$ cat src/hw/rtl/spq_pkg.sv
// ----------------------------------------------------------------------------
// spq_pkg
// Types and constants shared by the sorted array priority queue.
// ----------------------------------------------------------------------------
package spq_pkg;

  localparam int unsigned KIND_W   = 2;
  localparam int unsigned KEY_W    = 32;
  localparam int unsigned STATUS_W = 2;
  localparam int unsigned OCC_W    = 8;

  localparam logic signed [KEY_W-1:0] EMPTY_KEY = -32'sd1;

  typedef enum logic [KIND_W-1:0] {
    KIND_INSERT = 2'd0,
    KIND_REMOVE = 2'd1,
    KIND_PEEK   = 2'd2
  } kind_e;

  typedef enum logic [STATUS_W-1:0] {
    ST_OK    = 2'd0,
    ST_EMPTY = 2'd1,
    ST_FULL  = 2'd2
  } status_e;

  // command broadcast to every cell
  typedef struct packed {
    logic                    ins;
    logic                    rem;
    logic signed [KEY_W-1:0] key;
  } cell_cmd_t;

  // what the cell row tells the controller
  typedef struct packed {
    logic                    empty;
    logic                    full;
    logic signed [KEY_W-1:0] tail_key;
  } queue_stat_t;

endpackage

$ cat src/hw/rtl/spq_ctrl.sv
// ----------------------------------------------------------------------------
// spq_ctrl
// Decodes each operation word, drives the cell row command, keeps the count
// and holds the result word in an output register.
// ----------------------------------------------------------------------------
module spq_ctrl #(
  parameter int unsigned CAPACITY = 128,
  localparam int unsigned CNT_W = $clog2(CAPACITY + 1)
) (
  input  logic                               clk_i,
  input  logic                               rst_ni,
  input  logic                               in_valid_i,
  input  logic [spq_pkg::KIND_W-1:0]         in_kind_i,
  input  logic signed [spq_pkg::KEY_W-1:0]   in_key_i,
  output logic                               in_ready_o,
  input  logic                               out_ready_i,
  output logic                               out_valid_o,
  output logic signed [spq_pkg::KEY_W-1:0]   out_key_o,
  output logic [spq_pkg::STATUS_W-1:0]       out_status_o,
  output logic [spq_pkg::OCC_W-1:0]          out_occupancy_o,
  input  spq_pkg::queue_stat_t               stat_i,
  output spq_pkg::cell_cmd_t                 cmd_o,
  output logic [CNT_W-1:0]                   count_o
);
  import spq_pkg::*;

  logic                    accept;
  logic                    out_valid_q;
  logic [CNT_W-1:0]        count_q, count_d;
  logic signed [KEY_W-1:0] key_q, key_d;
  status_e                 status_q, status_d;
  logic [OCC_W-1:0]        occ_q;

  assign in_ready_o = !out_valid_q || out_ready_i;
  assign accept     = in_valid_i && in_ready_o;

  always_comb begin
    cmd_o     = '0;
    cmd_o.key = in_key_i;
    key_d     = '0;
    status_d  = ST_OK;
    count_d   = count_q;
    if (accept) begin
      unique case (in_kind_i) inside
        KIND_INSERT: begin
          if (stat_i.full) begin
            status_d = ST_FULL;
          end else begin
            cmd_o.ins = 1'b1;
            count_d   = CNT_W'(count_q + CNT_W'(1));
          end
        end
        KIND_REMOVE, KIND_PEEK: begin
          if (stat_i.empty) begin
            key_d    = EMPTY_KEY;
            status_d = ST_EMPTY;
          end else begin
            key_d = stat_i.tail_key;
            if (in_kind_i == KIND_REMOVE) begin
              cmd_o.rem = 1'b1;
              count_d   = CNT_W'(count_q - CNT_W'(1));
            end
          end
        end
        default: begin
          // unused kind: no operation
        end
      endcase
    end
  end

  always_ff @(posedge clk_i or negedge rst_ni) begin
    if (!rst_ni) begin
      out_valid_q <= 1'b0;
      count_q     <= '0;
    end else begin
      if (in_ready_o) begin
        out_valid_q <= accept;
      end
      count_q <= count_d;
    end
  end

  always_ff @(posedge clk_i) begin
    if (accept) begin
      key_q    <= key_d;
      status_q <= status_d;
      occ_q    <= OCC_W'(count_d);
    end
  end

  assign out_valid_o     = out_valid_q;
  assign out_key_o       = key_q;
  assign out_status_o    = status_q;
  assign out_occupancy_o = occ_q;
  assign count_o         = count_q;

endmodule
$ cat config.mk
export PLATFORM = sky130hd
export DESIGN_NAME = spq_ctrl
export DESIGN_NICKNAME = d
export VERILOG_FILES = /design/src/hw/rtl/spq_pkg.sv /design/src/hw/rtl/spq_ctrl.sv
export SDC_FILE = /design/constraint.sdc
export NUM_CORES = 1
export LEC_CHECK = 0
export BUFFER_PORTS_ARGS = -buffer_cell sky130_fd_sc_hd__buf_2
export CAP_MARGIN = 20
export CORE_ASPECT_RATIO = 0.5
export CORE_MARGIN = 1.5
export CORE_UTILIZATION = 25
export CTS_BUF_LIST = sky130_fd_sc_hd__clkbuf_4 sky130_fd_sc_hd__clkbuf_8
export CTS_CLUSTER_SIZE = 25
export DETAILED_ROUTE_END_ITERATION = 8
export PLACE_DENSITY = 0.51
export SYNTH_ARGS = -nofsm -noshare
export SYNTH_HDL_FRONTEND = slang
export SYNTH_SLANG_ARGS = --single-unit
$ cat constraint.sdc
create_clock -name clk_i -period 2.3 [get_ports clk_i]
set_clock_uncertainty 0.05 [all_clocks]
set_input_delay 0.69 -clock clk_i [delete_from_list [all_inputs] [get_ports clk_i]]
set_output_delay 0.69 -clock clk_i [all_outputs]
set_load 0.03 [all_outputs]
Word-level counts from Yosys, hierarchy flattened --
Cells that the tools add are included.
Cells by class: multiplexer cells 15, reduce and logical (&&, ||, !) cells 5, add/sub/neg operators 2, eq/ne operators 2
Operators with widths (count):
- $mux W32 | 1
- $mux W8 | 4
- $pmux W8 S2 | 1
- $add A8 B1 Y8 const B | 1
- $sub A8 B1 Y8 const B | 1
- $mux W1 | 6
- $mux W2 | 2
- $pmux W2 S2 | 1
- $eq A2 B1 Y1 const B | 1
- $eq A2 B2 Y1 const B | 1
- $logic_not A2 Y1 | 1
- $reduce_or A2 Y1 | 1
- $logic_and A1 B1 Y1 | 1
- $logic_not A1 Y1 | 1
- $logic_or A1 B1 Y1 | 1
Word-level totals: register bits after elaboration 51, output and inout port bits 86, logic and storage cells 29, input bits 72

Depth between registers and ports, before layout --
depth after elaboration 5, mapped depth 6, gate-level depth less buffers 6

Worst setup path after synthesis --
No wires, ideal clock.
path type input-to-output, start point input port out_ready_i, end point output port cmd_o[33] in the netlist's numbering, setup slack -292 ps, arrival 1852 ps, stages on the path 4, path buffers 0, required time 1560 ps, path through nor2b_1 -> inv_1 -> nand2_1 -> nor3_1
RTL lines:
- from (decl) | line spq_ctrl.sv:16 | input logic out_ready_i,
- to (decl) | line spq_ctrl.sv:22 | output spq_pkg::cell_cmd_t cmd_o,

==> impl_metrics.yaml <==
sta:
  min_period_over_period: 0.982
  period_minus_slack_ps: 2260
  finalSetupTns_ps: 0
  timing.fmax_mhz: 443
  finalMaxSlewViolations: 0
  fin_ws_ps: 42.1
  fin_hold_ws_ps: 175
  finalHoldViolations: 0
  maxSlewHeadroom: 0.693
  rsz0062_at_grt: "false"
  final-setup-viol-count: 0
  worst_slew_pin_slew_ps: 454
floorplanning:
  die_w_microns: 147
  core_sq_um: 10100
  chipHeight_microns: 75.1
  rows: 26
  die_area_sq_um: 11100
  ios: 158
  start_util: 0.256
min_path:
  hp-class: "in2async"
worst_setup_path:
  r2r_cells: 4
  r2r_end: "out_occupancy_o[7]$_DFFE_PP_"
  crit_required_ps: 1560
  rr_startpoint: "count_o[0]$_DFF_PN0_"
  crit_type: "in2out"
  crit_path_end_kind: "output port"
  reg2reg_slack_ps: 340
  crit_path_start_kind: "input port"
  path_max_fanout: 4
  arrival_ps: 1520
  worstSetupEndpoint: "cmd_o[33]"
  critPathLaunch: "in_kind_i[1]"
synth:
  ys.flop_type: "edfxtp_1"
  synth_seq_area_share: 0.572
  avgSynthCellArea_sq_um: 12.0
  ys_types: 40
  netlist_area_sq_um: 2600
  synth_edf_count: 42
  synthCells: 217
  yosysWarnings: 0
  async_reset_ff_frac: 0.176
  ys_ff_latch: 51
  synth_nets: 294
routing:
  via_count: 1912
  drt-initial-drc-count: 68
  drc_errors: 0
  wire_per_inst_microns: 15.2
  routed_via_density: 4.42
  firstDrtPassIters: 4
  ant_nets: 0
  routed_wl_mm: 6.59
status:
  status: "finished, final reports clean"
layout:
  layout-drive-gt1-share: 0.451
  final_cell_mix: "buf_2, edfxtp_1, o21a_1, buf_4, nand2_1"
  fin_util: 0.318
  stdcell_area_sq_um: 3230
  antenna_cells: 0
  final_common_cell: "buf_2"
  area_delta_synth_final_pct: 24.2
  finalNetCount: 369
clock_network:
  cts_tree: "done"
  clkTransAtPathRegs_ps: 90
  clockBufferDepth: 2
  htree_levels: 2
  hold_buffers: 0
  numCtsBuffers: 5
  clock_latency_ps: 310
  clock-sinks: 51
  clockRootBuffer: "clkbuf_8"
power_and_ir_drop:
  power.leakage_nw: 1.32
  vdd.ir_drop.worst_mv: 0.217
  powerDensity_nw_per_um2: 809
place:
  place_area_sq_um: 3120
  place_ws_ps: -18.7
  place.detailed.hpwl_mm: 4.90
  place.gp.congestion: 0.831
  numPortBuffers: 93
global_routing:
  grt_usage: 0.116
  grt_pass1_vias: 1897
  grt_max_degree: 43
  grt_pass1_wl_mm: 9.72
  antenna_found_initial: 0
  globalRouteOverflowTotal: 0
flow_run:
  cap_violations: 0
-- cell usage after synthesis (2+ instances only) --
cell type | n | area share
xnor2_1 | 2 | 0.0067
mux2_2 | 2 | 0.0087
dfrtp_1 | 9 | 0.087
nor2b_1 | 4 | 0.0096
a21boi_0 | 3 | 0.0087
inv_1 | 8 | 0.012
clkbuf_1 | 8 | 0.012
buf_4 | 32 | 0.092
o21a_1 | 32 | 0.092
nand4_1 | 2 | 0.0048
mux2i_1 | 2 | 0.0077
nor2_1 | 5 | 0.0072
ha_1 | 5 | 0.024
nand3_1 | 3 | 0.0058
nand4b_1 | 5 | 0.017
nand2_1 | 11 | 0.016
nand3b_1 | 2 | 0.0058
nor3_1 | 6 | 0.012
and2_1 | 4 | 0.0096
nand2b_1 | 3 | 0.0072
buf_2 | 2 | 0.0039
edfxtp_1 | 42 | 0.49
o21ai_0 | 7 | 0.013
nor4_1 | 2 | 0.0048
-- what timing repair did --
action | CTS | global route
endpoints found under the setup margin | 1 | 2
resized for setup | 1 | 6
pin swaps | 0 | 0
buffers inserted | 0 | 0
-- kinds of logic (layout without fill, tap and decap cells) --
group,count (synthesis),count (layout),synth area share
XOR/XNOR,2,2,0.00674
multiplexers,4,4,0.0164
buffers and inverters,52,128,0.122
flip-flops,51,51,0.572
AO/OA/AOI/OAI,53,53,0.149
AND/OR/NAND/NOR,50,50,0.109
adder cells (fa/ha/maj),5,5,0.0241
-- metrics by stage --
stage          instances  power (W)
2_1_floorplan        217    0.00191
3_3_place_gp         425    0.00208
3_5_place_dp         425    0.00209
4_1_cts              433    0.00264
5_1_grt              433    0.00275
6_report             433    0.00261
-- final cells by class --
type,count,area [sq um]
tap,140,175
fill,1065,6920
multi-input combinational,114,815
sequential,51,1490
clock buffer,8,91.3
timing repair buffer,111,622
inverter,9,37.5
-- how the worst min path moves through the flow --
stage                                          to  slack, ps  cells past startpoint
after CTS                    count_o[6]$_DFF_PN0_        160                      1
after global routing         count_o[6]$_DFF_PN0_        160                      1
after floorplan              count_o[0]$_DFF_PN0_        340                      0
after detailed placement  out_valid_o$_DFFE_PN0N_        510                      1
final                        count_o[6]$_DFF_PN0_        180                      1
after global placement    out_valid_o$_DFFE_PN0N_        520                      1
-- critical path: stages --
cell    delay (ps)
buf_2          100
inv_1           70
ha_1           180
inv_2           70
nor3_2         200
buf_4          190
-- power breakdown --
part	switching, W	internal [W]	total, W	leakage (nW)
combinational	0.000526	0.000276	0.000802	0.752
clock	0.000287	0.000252	0.000540	0.0498
sequential	0.000119	0.00115	0.00127	0.514
-- routing by layer --
metal  wire length, microns  GRT usage
met4                    185     0.0633
met1                   2450      0.119
met5                      0          0
met3                    478     0.0352
met2                   3480      0.222
-- flip-flops by register name (all words and copies together), names as in the netlist --
signal,cells
out_key_o,32
count_o,8
out_occupancy_o,8
out_status_o,2
out_valid_o,1
Power figures use the tool's default switching activity.
