--- src/hw/rtl/spq_pkg.sv ---
// ----------------------------------------------------------------------------
// spq_pkg
// Types and constants shared by the sorted array priority queue.
// ----------------------------------------------------------------------------
package spq_pkg;

  localparam int unsigned KIND_W   = 2;
  localparam int unsigned KEY_W    = 32;
  localparam int unsigned STATUS_W = 2;
  localparam int unsigned OCC_W    = 8;

  localparam logic signed [KEY_W-1:0] EMPTY_KEY = -32'sd1;

  typedef enum logic [KIND_W-1:0] {
    KIND_INSERT = 2'd0,
    KIND_REMOVE = 2'd1,
    KIND_PEEK   = 2'd2
  } kind_e;

  typedef enum logic [STATUS_W-1:0] {
    ST_OK    = 2'd0,
    ST_EMPTY = 2'd1,
    ST_FULL  = 2'd2
  } status_e;

  // command broadcast to every cell
  typedef struct packed {
    logic                    ins;
    logic                    rem;
    logic signed [KEY_W-1:0] key;
  } cell_cmd_t;

  // what the cell row tells the controller
  typedef struct packed {
    logic                    empty;
    logic                    full;
    logic signed [KEY_W-1:0] tail_key;
  } queue_stat_t;

endpackage

--- src/hw/rtl/spq_cell.sv ---
// ----------------------------------------------------------------------------
// spq_cell
// One slot of the sorted row. Cell 0 holds the tail (smallest key); larger
// keys sit at higher cells. Insert shifts larger keys up one cell, remove
// shifts the whole row down one cell.
// ----------------------------------------------------------------------------
module spq_cell (
  input  logic                            clk_i,
  input  logic                            rst_ni,
  input  spq_pkg::cell_cmd_t              cmd_i,
  input  logic signed [spq_pkg::KEY_W-1:0] lo_key_i,
  input  logic                            lo_gt_i,
  input  logic                            lo_le_i,
  input  logic signed [spq_pkg::KEY_W-1:0] hi_key_i,
  input  logic                            hi_valid_i,
  output logic signed [spq_pkg::KEY_W-1:0] key_o,
  output logic                            valid_o,
  output logic                            gt_o,
  output logic                            le_o
);
  import spq_pkg::*;

  logic signed [KEY_W-1:0] key_q, key_d;
  logic                    valid_q, valid_d;

  // stored key strictly above the new key moves up; equal keys stay below it
  assign gt_o = valid_q && (key_q > cmd_i.key);
  assign le_o = valid_q && !(key_q > cmd_i.key);

  always_comb begin
    key_d   = key_q;
    valid_d = valid_q;
    if (cmd_i.ins) begin
      if (lo_gt_i) begin
        key_d   = lo_key_i;
        valid_d = 1'b1;
      end else if (!le_o && lo_le_i) begin
        key_d   = cmd_i.key;
        valid_d = 1'b1;
      end
    end else if (cmd_i.rem) begin
      key_d   = hi_key_i;
      valid_d = hi_valid_i;
    end
  end

  always_ff @(posedge clk_i or negedge rst_ni) begin
    if (!rst_ni) begin
      valid_q <= 1'b0;
    end else begin
      valid_q <= valid_d;
    end
  end

  always_ff @(posedge clk_i) begin
    key_q <= key_d;
  end

  assign key_o   = key_q;
  assign valid_o = valid_q;

endmodule

--- config.mk ---
export PLATFORM = sky130hd
export DESIGN_NAME = spq_cell
export DESIGN_NICKNAME = d
export VERILOG_FILES = /design/src/hw/rtl/spq_pkg.sv /design/src/hw/rtl/spq_cell.sv
export SDC_FILE = /design/constraint.sdc
export NUM_CORES = 1
export LEC_CHECK = 0
export ABC_AREA = 1
export BUFFER_PORTS_ARGS = -buffer_cell sky130_fd_sc_hd__buf_4
export CAP_MARGIN = 20
export CORE_MARGIN = 2
export CORE_UTILIZATION = 46
export CTS_BUF_LIST = sky130_fd_sc_hd__clkbuf_8 sky130_fd_sc_hd__clkbuf_16
export DETAILED_ROUTE_END_ITERATION = 10
export PLACE_DENSITY_LB_ADDON = 0.2
export SLEW_MARGIN = 20
export SYNTH_ARGS = -nofsm -noshare
export SYNTH_HDL_FRONTEND = slang
export SYNTH_SLANG_ARGS = --single-unit
--- constraint.sdc ---
create_clock -name clk_i -period 3.6 [get_ports clk_i]
set_input_delay 0 -clock clk_i [delete_from_list [all_inputs] [get_ports clk_i]]
set_output_delay 0 -clock clk_i [all_outputs]
set_load 0.05 [all_outputs]
# Word level (Yosys, flattened, before mapping)
# Cells that the tools add are included.
# classes
magnitude_cmp,1
n_eq_ne,1
n_mux,8
n_reduce_logical,7
# op_table
operator,count
$mux W32,4
$gt A32 B32 Y1,1
$mux W1,4
$logic_and A1 B1 Y1,3
$ne A3 B1 Y1 const B,1
$logic_not A1 Y1,2
$reduce_and A2 Y1,1
$reduce_bool A2 Y1,1
# totals
register_bits,33
input_bits,103
out_inout_bits,35
word_cells,19

# Depth between registers and ports, before layout
# logic_depth
word_depth,8
ltp_mapped,21
depth_no_buf,21

# Least setup slack after synthesis
# OpenSTA, ideal clock, no wires.
# synth_timing
kind,register to register
startpoint,register key_q[31] (netlist: key_o[31])
endpoint,register key_q[0] (netlist: key_o[0]) (enable)
setup_time_ps,387
t_arrival_ps,2552
required_ps,3213
slack_ps,661
stages_incl_launch_ff,16
path_buffers,0
period_less_slack_ps,2939
cell_sequence,edfxtp_1 > ha_1 > nand2_1 > inv_2 > nand3_2 > nor2_2 > nand4_1 > nor2_2 > nand2_1 > nand3_1 > nand3_2 > nand2_1 > nand2_1 > nand2_1 > nand2_1 > inv_1
# synth_between
elab_chain_len,7
# synth_lines
element,line,text
"start, declared",spq_cell.sv:23,"logic signed [KEY_W-1:0] key_q, key_d;"
"start signal, assigned",spq_cell.sv:56,key_q <= key_d;
$gt A32 B32 Y1,spq_cell.sv:28,assign le_o = valid_q && !(key_q > cmd_i.key);
$logic_not A1 Y1,spq_cell.sv:28,
$logic_and A1 B1 Y1,spq_cell.sv:28,
$logic_not A1 Y1,spq_cell.sv:37,end else if (!le_o && lo_le_i) begin
$logic_and A1 B1 Y1,spq_cell.sv:37,
$ne A3 B1 Y1 (no line),-,
$reduce_and A2 Y1 (no line),-,
# No other way between the ends.
# A chain may end at the register's enable or synchronous reset.

# Worst setup path in the final report
# layout_timing
startpoint,register key_q[31] (netlist: key_o[31])
endpoint,register key_q[15] (netlist: key_o[15]) (enable)
# The elaborated chain is that of the path after synthesis.

==> results.py <==
metrics = {
    "run_status": {
        "status": "finished, violations left",
        "violations": "negative hold slack",
    },
    "clock_network": {
        "htree_levels": 2,
        "post_cts_buffers": 0,
        "ctsResizeCount": 0,
        "cts-root-buf": "clkbuf_8",
        "ctsHoldBuffers": 8,
        "cts-buffers-inserted": 5,
        "path_clk_slew_ns": 0.07,
        "cts_sinks": 33,
        "cts_tree": "built",
        "clock_latency_ns": 0.29,
        "clock_path_buffers": 2,
    },
    "setup_path": {
        "worst-r2r-cell-count": 16,
        "critPathKind": "flop to flop",
        "r2r_end": "key_o[15]",
        "worstPathCellList": "ha_1 > nand2_1 > inv_2 > nand3_2 > nor2_2 > nand4_1 > nor2_2 > nand2_1 > nand3_1 > nand3_2 > nand2_1 > nand2_1 > nand2_1 > nand2_1 > inv_1 > buf_4",
        "cp_slowest_cell": "edfxtp_1",
        "critPathMaxFanout": 13,
        "cpMostUsedCell": "nand2_1",
        "startpoint_type": "flop",
        "max_stage_delay_ns": 0.40,
        "cp.arrival_ns": 2.59,
        "required_ns": 3.58,
        "r2r_start": "key_o[31]",
        "end_kind": "flop",
        "reg2reg_slack_ns": 0.99,
    },
    "detailed_routing": {
        "drtIter0Drc": 127,
        "wl_per_cell_microns": 13.23,
        "dr.pass1.iters": 4,
        "viasPerCell": 4.973,
        "vias": 2780,
        "ant_nets": 0,
        "route.detailed.drc": 0,
        "wl_mm": 7.396,
    },
    "global_routing": {
        "track_usage": 0.2429,
        "grt_max_degree": 36,
        "grt_pass1_vias": 2765,
        "use_met2": 0.4393,
        "grt_overflow": 0,
        "antenna_found_initial": 0,
        "gr-usage-met1": 0.2723,
        "busiest_layer": "met2",
        "use_met3": 0.06818,
        "grt_pass1_wl_mm": 11.91,
    },
    "floorplanning": {
        "initial_core_util": 0.4720,
        "dieArea_sq_um": 6195,
        "ios": 138,
        "fp.dieH_microns": 78.71,
        "core_sq_um": 5439,
        "die_width_microns": 78.71,
        "num_rows": 27,
    },
    "final_layout": {
        "nFillCells": 448,
        "diodes": 0,
        "final_layout_size_suffix_gt1_frac": 0.3142,
        "final_nets": 621,
        "final_area_sq_um": 3825,
        "area_growth_pct": 48.98,
    },
    "timing": {
        "worstMarginPinSlew_ns": 0.9621,
        "holdWs_ns": -0.001893,
        "rsz0062_at_grt": "false",
        "finalHoldViolCount": 1,
        "post-route-period-util": 0.7241,
        "slew-limit-headroom": 0.3546,
        "period_needed_ns": 2.607,
        "finalSetupViolCount": 0,
        "setup_tns_ns": 0,
        "fmax_mhz": 383.6,
        "skew_ns": 0.006851,
        "slew_viol_final": 0,
    },
    "yosys": {
        "synth_area_leader_cell": "edfxtp_1",
        "syn_area_sq_um": 2567,
        "yosysTopAreaCellShare": 0.3743,
        "synthCells": 343,
        "synth.distinct_cells": 17,
        "yosys_warnings": 0,
        "avgSynthCellArea_sq_um": 7.485,
        "synth_seq_cells": 33,
        "synth.area.top_cells": "edfxtp_1 37%, ha_1 16%, o21ai_0 13%",
        "synth_nets": 478,
        "yosysSeqAreaShare": 0.3840,
    },
    "worst_hold_path": {
        "min_path_cells": 3,
        "holdCritStartpoint": "hi_key_i[16]",
        "hold_class": "primary input to flop",
        "min_to": "key_o[16]",
    },
    "power": {
        "peakVddDrop_uv": 241.2,
        "cellLeakagePower_nw": 2.017,
        "report.power.total_w": 0.001315,
        "pwr_density_cell_nw_per_um2": 343.9,
    },
    "place": {
        "place.detailed.hpwl_mm": 5.640,
        "gp_congestion": 0.8063,
        "placed_area_sq_um": 3664,
        "portBuffers": 137,
    },
    "flow_run": {
        "maxCapViolCount": 0,
    },
}
## kinds of logic (layout without fill, tap and decap cells)
group | count (synthesis) | after routing | share of synthesized area
fa+ha+maj | 32 | 32 | 0.1559
flops | 33 | 33 | 0.3840
compound gates | 78 | 78 | 0.1540
buf+inv | 65 | 209 | 0.09503
simple gates | 135 | 135 | 0.2110
## worst max path at each step
stage | from | to | slack [ns] | depth (start not counted)
after floorplan | key_o[31] | key_o[0] | 0.66 | 15
after global placement | key_o[31] | key_o[16] | 1.07 | 16
after detailed placement | key_o[31] | key_o[15] | 0.98 | 16
after CTS | key_o[31] | key_o[15] | 0.96 | 16
after global routing | key_o[31] | key_o[16] | 0.74 | 16
final | key_o[31] | key_o[15] | 0.99 | 16
## state kept, by name, indices dropped and copies added, names as in the netlist
signal   flops
key_o       32
valid_o      1
## power by group
| part | internal [W] | total, W | leakage (nW) | switching, W |
|---|---|---|---|---|
| sequential | 0.000475 | 0.000499 | 0.335 | 0.0000245 |
| clock | 0.000130 | 0.000269 | 0.0430 | 0.000138 |
| combinational | 0.000211 | 0.000547 | 1.64 | 0.000336 |
| total | 0.000816 | 0.00132 | 2.02 | 0.000499 |
## area by class of cell
class | count | area, sq um | share of cell area
flip-flops and latches | 33 | 985.9 | 0.2578
well taps | 72 | 90.09 | 0.02355
repair buffers | 148 | 1131 | 0.2957
clock buffers | 5 | 68.82 | 0.01799
inverters | 53 | 198.9 | 0.05201
clock inverters | 3 | 12.51 | 0.003271
multi-input cells | 245 | 1338 | 0.3497
## metal layers
metal,vias to the layer above,part of all wire
met1,1229,0.39
met5,-,0
met4,0,0.021
met2,130,0.49
li1,1407,-
met3,14,0.094
## cell usage in the layout (no fill, tap or decap)
cell type / count
o21ai_0: 66
or2_2: 2
clkinv_2: 1
clkbuf_8: 5
inv_1: 51
edfxtp_1: 32
nor3_1: 1
nand4_1: 3
nand3_2: 2
nand2_1: 79
a21oi_1: 10
clkinv_1: 3
dlygate4sd3_1: 8
inv_2: 1
nor2_1: 43
dfrtp_1: 1
nor2_2: 2
ha_1: 32
nand3_1: 3
buf_4: 140
a21o_1: 2
## cells in the mapped netlist
cell / n
o21ai_0: 66
nor2_1: 43
ha_1: 32
dfrtp_1: 1
nor2_2: 2
nand3_1: 3
inv_1: 52
nand2_1: 79
nand3_2: 2
inv_2: 1
nand4_1: 3
edfxtp_1: 32
nor3_1: 1
a21o_1: 2
clkbuf_1: 12
a21oi_1: 10
or2_2: 2
## metrics by stage
step	setup WS, ns	instances	hold WS (ns)	util
floorplan	0.6609	343	-0.2956	-
global route	0.7361	559	0.01177	0.7032
detailed placement	0.9779	543	-0.2205	0.6736
global placement	1.069	543	-0.2245	0.6736
finish	0.9931	559	-0.001893	0.7032
CTS	0.9564	559	0.0001232	0.7032
## critical path, delay by kind of cell, from the launching register on
family	cells	cell delay [ns]
and+or+nand+nor	12	0.93
buffers and inverters	3	0.62
DFF	1	0.40
adders and majority gates	1	0.34
(Power assumes the default switching activity.)
